$ cat config.mk
export PLATFORM = sky130hd
export DESIGN_NAME = lhpc_lane
export DESIGN_NICKNAME = d
export VERILOG_FILES = /design/src/design/lhpc_pkg.sv /design/src/design/lhpc_lane.sv
export SDC_FILE = /design/constraint.sdc
export NUM_CORES = 2
export LEC_CHECK = 0
export BUFFER_PORTS_ARGS = -buffer_cell sky130_fd_sc_hd__buf_2
export CORE_UTILIZATION = 71
export CTS_CLUSTER_DIAMETER = 100
export DETAILED_ROUTE_END_ITERATION = 8
export PLACE_DENSITY = 0.93
export SLEW_MARGIN = 30
export SYNTH_ARGS = -nofsm -noshare
export SYNTH_HDL_FRONTEND = slang
export SYNTH_SLANG_ARGS = --single-unit
$ cat constraint.sdc
create_clock -name clk -period 13.85 [get_ports clk]
set_input_delay 1.385 -clock clk [delete_from_list [all_inputs] [get_ports clk]]
set_output_delay 1.385 -clock clk [all_outputs]
set_load 0.05 [all_outputs]
$ cat src/design/lhpc_pkg.sv
// Package: shared constants and types of the pixel classifier.
package lhpc_pkg;

    localparam int CLASSES_DEF     = 8;
    localparam int BANDS_DEF       = 4;
    localparam int SAMPLE_BITS_DEF = 12;
    localparam int SAMPLE_FIELDS   = 4;
    localparam int WEIGHT_BITS     = 16;
    localparam int BIAS_BITS       = 32;
    localparam int COLOR_BITS      = 24;
    localparam int WORD_BITS       = 32;

    typedef enum logic [1:0] {
        MODE_WEIGHT   = 2'd0,
        MODE_BIAS     = 2'd1,
        MODE_COLOR    = 2'd2,
        MODE_CLASSIFY = 2'd3
    } mode_t;

    localparam logic [0:0] CFG_CLASS_COUNT = 1'b0;
    localparam logic [0:0] CFG_ENABLE      = 1'b1;

    localparam logic STATUS_OK      = 1'b0;
    localparam logic STATUS_DISABLED = 1'b1;

endpackage

$ cat src/design/lhpc_lane.sv
// One class lane: holds the class weights and bias, registers the dot product.
module lhpc_lane #(
    parameter int BANDS       = lhpc_pkg::BANDS_DEF,
    parameter int SAMPLE_BITS = lhpc_pkg::SAMPLE_BITS_DEF,
    parameter int SCORE_BITS  = 34
) (
    input  logic                                        clk,
    input  logic                                        wr_weight,
    input  logic                                        wr_bias,
    input  logic [(BANDS > 1 ? $clog2(BANDS) : 1)-1:0]  wr_band,
    input  logic [lhpc_pkg::WORD_BITS-1:0]              wr_word,
    input  logic                                        calc,
    input  logic [BANDS*SAMPLE_BITS-1:0]                samples,
    output logic signed [SCORE_BITS-1:0]                score,
    output logic                                        above
);
    import lhpc_pkg::*;

    localparam int PROD_BITS = SAMPLE_BITS + WEIGHT_BITS + 1;
    localparam int CMP_BITS  = SCORE_BITS > BIAS_BITS ? SCORE_BITS : BIAS_BITS;

    logic signed [WEIGHT_BITS-1:0] weight_reg [BANDS];
    logic signed [BIAS_BITS-1:0]   bias_reg;
    logic signed [PROD_BITS-1:0]   prod_reg [BANDS];
    logic                          stage_reg;
    logic signed [SCORE_BITS-1:0]  sum;

    // Load table words for this class.
    always_ff @(posedge clk)
    begin
        for (int b = 0; b < BANDS; b++)
        begin
            if (wr_weight && wr_band == b[$bits(wr_band)-1:0])
                weight_reg[b] <= wr_word[WEIGHT_BITS-1:0];
        end
        if (wr_bias)
            bias_reg <= wr_word;
    end

    // Stage one: per-band products.
    always_ff @(posedge clk)
    begin
        stage_reg <= calc;
        for (int b = 0; b < BANDS; b++)
            prod_reg[b] <= $signed({1'b0, samples[b*SAMPLE_BITS +: SAMPLE_BITS]})
                           * weight_reg[b];
    end

    // Sum products.
    always_comb
    begin
        sum = '0;
        for (int b = 0; b < BANDS; b++)
            sum = sum + SCORE_BITS'(prod_reg[b]);
    end

    // Stage two: score and threshold flag, compared at the wider of both widths.
    always_ff @(posedge clk)
    begin
        if (stage_reg)
        begin
            score <= sum;
            above <= CMP_BITS'(sum) > CMP_BITS'(bias_reg);
        end
    end

endmodule

* Yosys cells after proc, flatten, opt, wreduce, memory -nomap -nowiden
Memory sizes are Yosys's and may differ from the RTL's.
Index checks and enable logic that the tools add are counted.
** Word-level totals
- Flip-flop bits (word level) :: 66
- RAM bits :: 180
- Input port bits :: 86
- Memories :: 2
** Cells by class
- Add/sub/neg operators :: 3
- Multiply operators :: 4
- Magnitude comparators :: 1
- Eq/ne operators :: 3
- Muxes and demuxes :: 17
- Reduce and logical (&&, ||, !) cells :: 8
** Memories
- prod_reg :: words 4, width 29, read ports 4, clocked after memory_dff 0, wr ports 4, RTL line lhpc_lane.sv:24 : logic signed [PROD_BITS-1:0] prod_reg [BANDS];
- weight_reg :: words 4, width 16, read ports 4, clocked after memory_dff 0, wr ports 1, RTL line lhpc_lane.sv:22 : logic signed [WEIGHT_BITS-1:0] weight_reg [BANDS];
** Operators by type and width (number)
- $mul A13 B16 Y29 :: 4
- $mux W16 :: 3
- $reduce_or A16 Y1 :: 3
- $add A31 B29 Y32 :: 1
- $gt A32 B32 Y1 :: 1
- $add A30 B29 Y31 :: 1
- $add A29 B29 Y30 :: 1
- $mux W1 :: 11
- $mux W2 :: 3
- $eq A2 B2 Y1 const B :: 2
- $logic_and A1 B1 Y1 :: 4
- $eq A2 B1 Y1 const B :: 1
- $logic_not A2 Y1 :: 1

* Logic depth before layout (Yosys ltp)
- Depth in word-level cells :: 8
- Gate-level depth with buffers :: 24
- Depth with buffers taken out :: 24

* Least setup slack after synthesis
No wires, ideal clock.
- Kind :: input-to-reg
- From :: in samples[25]
- To :: mem prod_reg[2][27] (netlist name)
- Library setup time :: 0.126 ns
- Data arrival time :: 6.404 ns
- Required time :: 13.724 ns
- Slack :: 7.320 ns
- Stages on the path :: 18
- Path buffers :: 1
- Path through :: clkbuf_1 > nand2_1 > fa_1 > inv_1 > fa_1 > fa_1 > inv_1 > fa_1 > fa_1 > inv_1 > ha_1 > nor2b_1 > a311o_2 > a221o_2 > a221o_2 > a221oi_2 > a22oi_1 > xor2_1
** RTL lines
- start: declaration :: RTL line lhpc_lane.sv:13 : input logic [BANDS*SAMPLE_BITS-1:0] samples,
- end: declaration :: RTL line lhpc_lane.sv:24

==> metrics.yaml <==
postRouteAntennaNets: 0
outcome: "finished, final reports clean"
fin_cells: 4748
ys_seq_area_frac: 0.161
dp_hpwl_mm: 77.4
synth.most_common_cell: "inv_1"
cts_setup_buffers: 0
core-area_sq_um: 53100
vias: 28300
dpl.cell_count: 4696
fmax_ghz: 0.129
largest_reg_flops: 116
grt_start_max_net_pins: 34
clock_skew_ns: 0.0159
ff2ff_setup_slack_ns: 6.11
track_usage: 0.368
grt_pass1_wl_mm: 158
period_share: 0.559
end_kind: "register"
drive_gt1_frac: 0.0459
cts_buffers: 25
htree_levels: 1
clockBufferDepth: 3
portBuffers: 120
finalSetupViolations: 0
grt_pass1_vias: 31000
worst_setup_path_start_kind: "register"
synthToLayoutAreaGrowth_pct: 5.05
crit_type: "register to register"
relSlewSlack: 0.333
ys_ff_latch: 246
setup-tns-final_ns: 0
die_width_um: 235
initial_core_util: 0.725
drc: 0
first_pass_iters: 6
antenna_found_initial: 8
hold_class: "register to register"
cts-root-buf: "clkbuf_16"
cts.sinks: 246
vias_per_cell: 5.96
crit_required_ns: 14.14
fp.dieH_um: 235
period_needed_ns: 7.74
synth.distinct_cells: 68
ioPinCount: 121
syn-cell-area_sq_um: 38500
arrival_ns: 8.03
fill_cells: 3079
synth_nets: 5189
nets: 5223
max_slew.worst_pin.slew_ns: 0.994
wl_per_cell_um: 20.5
synth_edf_count: 129
syn_inst: 4001
clk_latency_ns: 0.56
netlist.top_cell.by_area: "fa_1"
gp_congestion: 1.01
dieArea_sq_um: 55100
synth.area.top_cells: "fa_1 (40%), ha_1 (11%), inv_1 (10%), edfxtp_1 (10%), dfxtp_1 (6.1%)"
async_flop_share: 0
finalHoldViolCount: 0
synth_warnings: 0
cap_viol_max_count: 0
post_synth.cell_area_avg_sq_um: 9.62
crit_fanout: 4
cts_tree: "yes"
clk_pin_slew_ns: 0.08
overflow: 0
synth_top_area_frac: 0.401
post_cts_hold_buffer_count: 0
seqCellArea_sq_um: 6220
multi_input_area_sq_um: 27900
routed_wl_mm: 97.2
drt_iter0_markers: 2500
cts_resized: 0
synthFlopType: "edfxtp_1"
fp-row-count: 84
synthTopCellsByCount: "inv_1 (1038), fa_1 (771), nand2_1 (496)"
maxSlewViolCount: 0
rsz0062_at_grt: "false"
-- layout by cell type (no fill, tap or decap), types with 6 or more instances in the layout --
master	count
xor2_1	35
o21a_1	18
a21boi_0	6
nand2b_1	6
diode_2	6
buf_2	120
a211oi_1	19
o31ai_1	7
nor2_1	64
inv_1	1038
edfxtp_1	129
xnor2_1	100
clkbuf_16	27
nand4_1	12
nand2_1	496
a21oi_1	94
nand3_1	32
and3_1	13
a31oi_1	13
o211ai_1	9
ha_1	331
nor2b_1	16
o21ai_0	65
nor3_1	29
and2_1	336
o21bai_1	13
fa_1	771
dfxtp_1	116
a21o_1	41
-- through the flow --
stage / util / instance area [sq um] / setup slack [ns] / hold slack (ns)
3_3_place_gp: 0.745 / 39500 / 6.80 / 0.583
5_1_grt: 0.762 / 40400 / 6.01 / 0.654
6_report: 0.762 / 40400 / 6.11 / 0.640
2_1_floorplan: - / 38500 / 7.32 / 0.466
4_1_cts: 0.762 / 40400 / 6.40 / 0.631
3_5_place_dp: 0.745 / 39500 / 6.62 / 0.608
-- per-layer routing --
layer  wire length, um  vias to the layer above  track usage
li1                  -                    12100            -
met5                40                        -            0
met4              6310                        6        0.210
met3             10100                      487       0.0821
met2             47100                     1661        0.612
met1             33600                    14100        0.444
-- cells by family (layout without fill, tap and decap cells) --
logic type                 after synthesis  count (layout)  synth area share
AOI/OAI and AO/OA                      332             332            0.0563
xor gates and xnor gates               135             135            0.0307
adders and majority gates             1102            1102             0.509
buffers and inverters                 1154            1207             0.113
DFF                                    246             246             0.161
muxes                                    2               2          0.000520
other                                    0               6                 0
and+or+nand+nor                       1030            1030             0.130
-- area by class of cell --
type / count / share of cell area
diodes: 6 / 0.000371
clock buffers: 30 / 0.0172
clock inverters: 16 / 0.00458
inverters: 1038 / 0.0964
multi-input cells: 2601 / 0.691
flip-flops and latches: 246 / 0.154
well taps: 688 / 0.0213
repair buffers: 123 / 0.0154
-- critical path, stage by stage, from the launching register on --
cell and delay [ns]:
dfxtp_1 0.32, inv_1 0.06, fa_1 0.54, inv_1 0.06
fa_1 0.50, ha_1 0.19, inv_1 0.07, fa_1 0.46
nor2b_1 0.12, o21ai_0 0.13, a21oi_1 0.33, o211ai_1 0.21
a211oi_1 0.83, o31a_1 0.29, o221ai_1 0.18, o221a_2 0.32
ha_1 0.43, nand4_1 0.12, or2_2 0.38, or4_1 0.62
nor3_1 0.47, o21ai_0 0.20, a21oi_1 0.37, nor4_1 0.11
mux2i_1 0.13
-- final timing paths --
path | startpoint | to | cells after the start
max | prod_reg[3][1] | above | 24
min | prod_reg[0][0] | score[0] | 1
max reg2reg | prod_reg[3][1] | above | 24
min reg2reg | prod_reg[0][0] | score[0] | 1
Power is left out: the tool's default activity adds up to more than one toggle a clock period on the data nets, which glitch-free logic cannot reach.
