===== src/design/lhpc_pkg.sv =====
// Package: shared constants and types of the pixel classifier.
package lhpc_pkg;

    localparam int CLASSES_DEF     = 8;
    localparam int BANDS_DEF       = 4;
    localparam int SAMPLE_BITS_DEF = 12;
    localparam int SAMPLE_FIELDS   = 4;
    localparam int WEIGHT_BITS     = 16;
    localparam int BIAS_BITS       = 32;
    localparam int COLOR_BITS      = 24;
    localparam int WORD_BITS       = 32;

    typedef enum logic [1:0] {
        MODE_WEIGHT   = 2'd0,
        MODE_BIAS     = 2'd1,
        MODE_COLOR    = 2'd2,
        MODE_CLASSIFY = 2'd3
    } mode_t;

    localparam logic [0:0] CFG_CLASS_COUNT = 1'b0;
    localparam logic [0:0] CFG_ENABLE      = 1'b1;

    localparam logic STATUS_OK      = 1'b0;
    localparam logic STATUS_DISABLED = 1'b1;

endpackage


===== src/design/lhpc_merge.sv =====
// Merge stage: picks the winning class from the scores and flags of the lanes in use.
module lhpc_merge #(
    parameter int CLASSES    = lhpc_pkg::CLASSES_DEF,
    parameter int SCORE_BITS = 34
) (
    input  logic                          clk,
    input  logic [CLASSES*SCORE_BITS-1:0] scores,
    input  logic [CLASSES-1:0]            above,
    input  logic [CLASSES-1:0]            in_use,
    output logic [$clog2(CLASSES)-1:0]    win,
    output logic                          fallback
);
    import lhpc_pkg::*;

    localparam int IW = $clog2(CLASSES);

    logic [IW-1:0]                lo_idx, hi_idx;
    logic signed [SCORE_BITS-1:0] lo_val, hi_val, s;
    logic                         found;

    // Scan lanes for min above threshold and max overall.
    always_comb
    begin
        lo_idx = '0;
        hi_idx = '0;
        lo_val = '0;
        hi_val = $signed(scores[SCORE_BITS-1:0]);
        found  = 1'b0;
        for (int i = 0; i < CLASSES; i++)
        begin
            s = $signed(scores[i*SCORE_BITS +: SCORE_BITS]);
            if (in_use[i])
            begin
                if (above[i] && (!found || s < lo_val))
                begin
                    lo_val = s;
                    lo_idx = IW'(i);
                end
                if (above[i])
                    found = 1'b1;
                if (s > hi_val)
                begin
                    hi_val = s;
                    hi_idx = IW'(i);
                end
            end
        end
    end

    // Register the decision.
    always_ff @(posedge clk)
    begin
        win      <= found ? lo_idx : hi_idx;
        fallback <= !found;
    end

endmodule


===== config.mk =====
export PLATFORM = sky130hd
export DESIGN_NAME = lhpc_merge
export DESIGN_NICKNAME = d
export VERILOG_FILES = /design/src/design/lhpc_pkg.sv /design/src/design/lhpc_merge.sv
export SDC_FILE = /design/constraint.sdc
export NUM_CORES = 1
export LEC_CHECK = 0
export BUFFER_PORTS_ARGS = -buffer_cell sky130_fd_sc_hd__buf_2
export CAP_MARGIN = 20
export CORE_MARGIN = 3
export CORE_UTILIZATION = 55
export DETAILED_ROUTE_END_ITERATION = 16
export HOLD_SLACK_MARGIN = 0.15
export PLACE_DENSITY = 0.88
export SLEW_MARGIN = 25
export SYNTH_ARGS = -nofsm -noshare
export SYNTH_HDL_FRONTEND = slang
export SYNTH_SLANG_ARGS = --single-unit

===== constraint.sdc =====
create_clock -name clk -period 17 [get_ports clk]
set_input_delay 0 -clock clk [delete_from_list [all_inputs] [get_ports clk]]
set_output_delay 0 -clock clk [all_outputs]
set_load 0.005 [all_outputs]

==> results.json, run 1 <==
{
  "status": "aborted with a tool error",
  "stop_stage": "global routing",
  "error": "[ERROR GRT-0232] Routing congestion too high. Check the congestion heatmap in the GUI.",
  "cts_made_buffers": 3,
  "gr-total-overflow": 1004,
  "yosys-top-cells-area": "ha_1 (32%), a21o_1 (9.3%), mux2_2 (6.3%)",
  "cts-root-buf": "clkbuf_16",
  "synthArstFlopShare_pct": 0,
  "cts_max_path_buffers": 2,
  "gp_congestion": 1.16,
  "avgSynthCellArea_um2": 7.31,
  "synth_mux_area_share_pct": 8.22,
  "pin_count": 293,
  "fp-row-count": 65,
  "synth-seq-area-share_pct": 0.442,
  "synthFlopType": "dfxtp_1",
  "synth_warnings": 0,
  "synth_top_area_cell": "ha_1",
  "die_h_um": 188,
  "synth_compound_area_share_pct": 29.6,
  "yosys.area_share.adder_pct": 32.4,
  "yosys.area_share.simple_pct": 23.3,
  "dieWidth_um": 188,
  "io_buffer_count": 292,
  "hpwlAfterDp_mm": 69.8,
  "synth.top_cell.area_share_pct": 32.4,
  "endpoint_type": "register input",
  "synthXorXnorAreaFrac_pct": 0.145,
  "synth_top_family_by_area": "adder cells",
  "htree_levels": 1,
  "crit_endpoint": "win[0]$_DFF_P_/D",
  "syn-instance-count": 2479,
  "grt_usage_pct": 94.4,
  "grt_max_degree": 70,
  "cts.sinks": 4,
  "ys_ff_latch": 4,
  "yosysMostFrequentCell": "ha_1",
  "initial_utilization_pct": 56.5,
  "synth.cell_area_mm2": 0.0181,
  "ys_top_cells_by_count": "ha_1 (469), a21o_1 (224), nor2_1 (190), a21oi_1 (187), nand2_1 (169)",
  "synthesis.nets": 3237,
  "ys_types": 77,
  "synth_edf_count": 0
}
==> per-stage QoR <==
step	setup WS, ns	area [um^2]	std cells
after floorplan	0.00881	18500	2479
after global placement	-3.10	24600	3701
after detailed placement	-3.62	24600	3701
after CTS	-0.827	27300	3802
==> routing by layer <==
metal	GRT overflow	GRT usage [%]
met5	4	71.2
met4	343	101
met3	35	86.9
met2	581	105
met1	41	89.5
==> logic make-up after synthesis <==
group	after synthesis
simple gates	808
compound gates	797
fa+ha+maj	469
buf+inv	262
mux	136
flops	4
xor+xnor	3
==> timing repair <==
| action | in CTS |
|---|---|
| cloned | 8 |
| pin swaps | 179 |
| hold buffers | 0 |
| endpoints found under the setup margin | 3 |
| hold endpoints to repair | 0 |
| buffers inserted | 90 |
| resized for setup | 360 |
==> run 2: changes to the inputs <==
--- a/config.mk
+++ b/config.mk
@@ -8,10 +8,9 @@
 export BUFFER_PORTS_ARGS = -buffer_cell sky130_fd_sc_hd__buf_2
 export CAP_MARGIN = 20
 export CORE_MARGIN = 3
-export CORE_UTILIZATION = 55
+export CORE_UTILIZATION = 40
 export DETAILED_ROUTE_END_ITERATION = 16
-export HOLD_SLACK_MARGIN = 0.15
-export PLACE_DENSITY = 0.88
+export PLACE_DENSITY_LB_ADDON = 0.15
 export SLEW_MARGIN = 25
 export SYNTH_ARGS = -nofsm -noshare
 export SYNTH_HDL_FRONTEND = slang
==> constraint.sdc (replaced) <==
create_clock -name clk -period 22.1 [get_ports clk]
set_input_delay 0 -clock clk [delete_from_list [all_inputs] [get_ports clk]]
set_output_delay 0 -clock clk [all_outputs]
set_load 0.005 [all_outputs]
==> run 2 against run 1 <==
  * The run now ends clean
  * Synthesized cell count is the same
  * Area after synthesis is the same
==> results.json, run 2 <==
{
  "vias": 20300,
  "firstDrtPassIters": 6,
  "drv_cap": 0,
  "placed_area_mm2": 0.0202,
  "wl_per_cell_um": 23.3,
  "yosysMostFrequentCell": "ha_1",
  "dieWidth_um": 219,
  "critPathCaptureType": "register",
  "grt_usage_pct": 30.6,
  "final_core_util_pct": 46.0,
  "final_nets": 3469,
  "setup_viol": 0,
  "stdcell_area_mm2": 0.0205,
  "slowest_delay_ns": 0.50,
  "pre_cts_ws_ns": -1.35,
  "grt_pass1_vias": 19500,
  "grt_max_degree": 70,
  "ys_top_cells_by_count": "ha_1 (469), a21o_1 (224), nor2_1 (190), a21oi_1 (187), nand2_1 (169)",
  "status": "finished, final reports clean",
  "synth.top_cell.area_share_pct": 32.4,
  "drive_above_1_share_pct": 17.8,
  "pin_count": 293,
  "p_int_uw": 549,
  "crit_required_ns": 22.27,
  "vdd_ir_drop_max_mv": 0.0351,
  "grt_pass1_wl_mm": 114,
  "whs_endpoint": "fallback",
  "synth-seq-area-share_pct": 0.442,
  "final_common_cell": "ha_1",
  "ant_nets": 0,
  "initial_utilization_pct": 40.7,
  "synth.cell_area_mm2": 0.0181,
  "gr-total-overflow": 0,
  "crit_buf_inv": 10,
  "via_per_inst": 6.13,
  "rsz0062_at_grt": "false",
  "p_leak_nw": 10.5,
  "totalWireLength_mm": 77.0,
  "slowest_stage": "or4_1",
  "ys_types": 77,
  "synthArstFlopShare_pct": 0,
  "yosys-top-cells-area": "ha_1 (32%), a21o_1 (9.3%), mux2_2 (6.3%)",
  "p_sw_uw": 755,
  "htree_levels": 1,
  "largest_reg_flops": 3,
  "synth_edf_count": 0,
  "multi_input_comb_area_mm2": 0.0172,
  "clkTransAtPathRegs_ns": 0.03,
  "crit_arrival_ns": 21.10,
  "regArea_um2": 80.1,
  "ys_ff_latch": 4,
  "start_kind": "primary input",
  "holdCritPathClass": "primary input to register",
  "finalCriticalPeriod_ns": 20.93,
  "max_slew_margin_pct": 40.6,
  "top_register": "win",
  "synthFlopType": "dfxtp_1",
  "p_comb_share_pct": 96.9,
  "avgSynthCellArea_um2": 7.31,
  "cts_made_buffers": 3,
  "hpwlAfterDp_mm": 67.2,
  "fillers": 4639,
  "clkPwrFrac_pct": 2.2,
  "hold_path.startpoint": "above[6]",
  "drcViolationCount": 0,
  "swShare_pct": 57.9,
  "whs_path_depth": 4,
  "power_density_mw_per_mm2": 63.7,
  "timing_hold_violations_final": 0,
  "synth_top_area_cell": "ha_1",
  "io_buffer_count": 292,
  "syn-instance-count": 2479,
  "worst_pin_slew_ns": 0.884,
  "cpMostUsedCell": "a21o_1",
  "cts-root-buf": "clkbuf_16",
  "core_mm2": 0.0445,
  "fmax_mhz": 47.8,
  "slew_viol_final": 0,
  "period_share_pct": 94.7,
  "grt_antenna_before_repair": 4,
  "setup_ws_ns": 1.17,
  "pwr-share-seq_pct": 0.9,
  "fp-row-count": 77,
  "synth_warnings": 0,
  "gp_congestion": 1.01,
  "syn_to_final_growth_pct": 13.1,
  "cts.sinks": 4,
  "critical_path.top_delay_family": "compound AO/OA/AOI/OAI gates",
  "cts_tree": "done",
  "reg.largest.list": "win x3, fallback x1",
  "cts_max_path_buffers": 2,
  "dieArea_mm2": 0.0479,
  "synthesis.nets": 3237,
  "drt_iter0_drc": 1580,
  "crit_path_max_fanout": 38,
  "die_h_um": 219,
  "layout_common_cells": "ha_1 (469), buf_2 (292), a21o_1 (224), nor2_1 (190), a21oi_1 (184)",
  "critical_path_class": "primary input to register"
}
==> run 2: cell counts after synthesis <==
No cell type changed its count.
==> run 2: stage by stage <==
stage | hold slack [ns] | power [mW] | setup TNS (ns) | cells
floorplan | 0.177 | 0.846 | 0 | 2479
global route | 0.230 | 1.44 | 0 | 3305
global placement | 0.385 | 1.21 | -4.03 | 3292
finish | 0.192 | 1.30 | 0 | 3305
detailed placement | 0.386 | 1.23 | -3.90 | 3292
CTS | 0.200 | 1.27 | 0 | 3295
==> run 2: metal layers <==
metal | global-route usage, % | wire length, um | vias to the layer above
met5 | 0 | 0 | -
met2 | 47.9 | 33200 | 703
met3 | 2.92 | 4370 | 118
met1 | 43.7 | 36500 | 9605
met4 | 10.3 | 2940 | 0
li1 | - | - | 9848
==> run 2: cells by family (layout without fill, tap and decap cells) <==
group                    after synthesis  after routing  share of synthesized area (%)
buffers and inverters                262            491                           5.84
XOR/XNOR                               3              3                          0.145
AO/OA/AOI/OAI                        797            798                           29.6
other                                  0              4                              0
multiplexers                         136            136                           8.22
AND/OR/NAND/NOR                      808            808                           23.3
adder cells (fa/ha/maj)              469            469                           32.4
flip-flops                             4              4                          0.442
==> run 2: layout make-up <==
class                      count  share of cell area, %
multi-input combinational   2214                   83.9
clock buffer                   3                  0.366
antenna                        4                 0.0489
sequential                     4                  0.391
timing repair buffer         332                   8.80
inverter                     156                   2.86
tap                          592                   3.62
==> run 2: worst max path at each step <==
| stage | cells past startpoint | start | end | slack [ns] |
|---|---|---|---|---|
| 4_1_cts | 98 | scores[3] | win[0] | 0.05 |
| 3_5_place_dp | 100 | scores[3] | win[0] | -1.35 |
| 3_3_place_gp | 100 | scores[3] | win[0] | -1.39 |
| 2_1_floorplan | 95 | above[0] | win[2] | 3.71 |
| 5_1_grt | 90 | above[0] | win[1] | 0.04 |
| 6_report | 89 | above[0] | win[1] | 1.17 |
==> run 2: what timing repair did <==
action	CTS	global route
pin swaps	0	2
setup endpoints to repair	3	3
hold buffers	0	0
gates resized for setup	9	17
buffers inserted	0	5
cloned	0	1
==> run 2: power groups by stage <==
stage | Sequential [mW] | Clock [mW] | Combinational (mW)
global route | 0.0112 | 0.0301 | 1.40
detailed placement | 0.0109 | 0 | 1.22
CTS | 0.0111 | 0.0291 | 1.23
floorplan | 0.0107 | 0 | 0.836
finish | 0.0112 | 0.0291 | 1.26
global placement | 0.0114 | 0 | 1.20
Power figures use the tool's default switching activity.
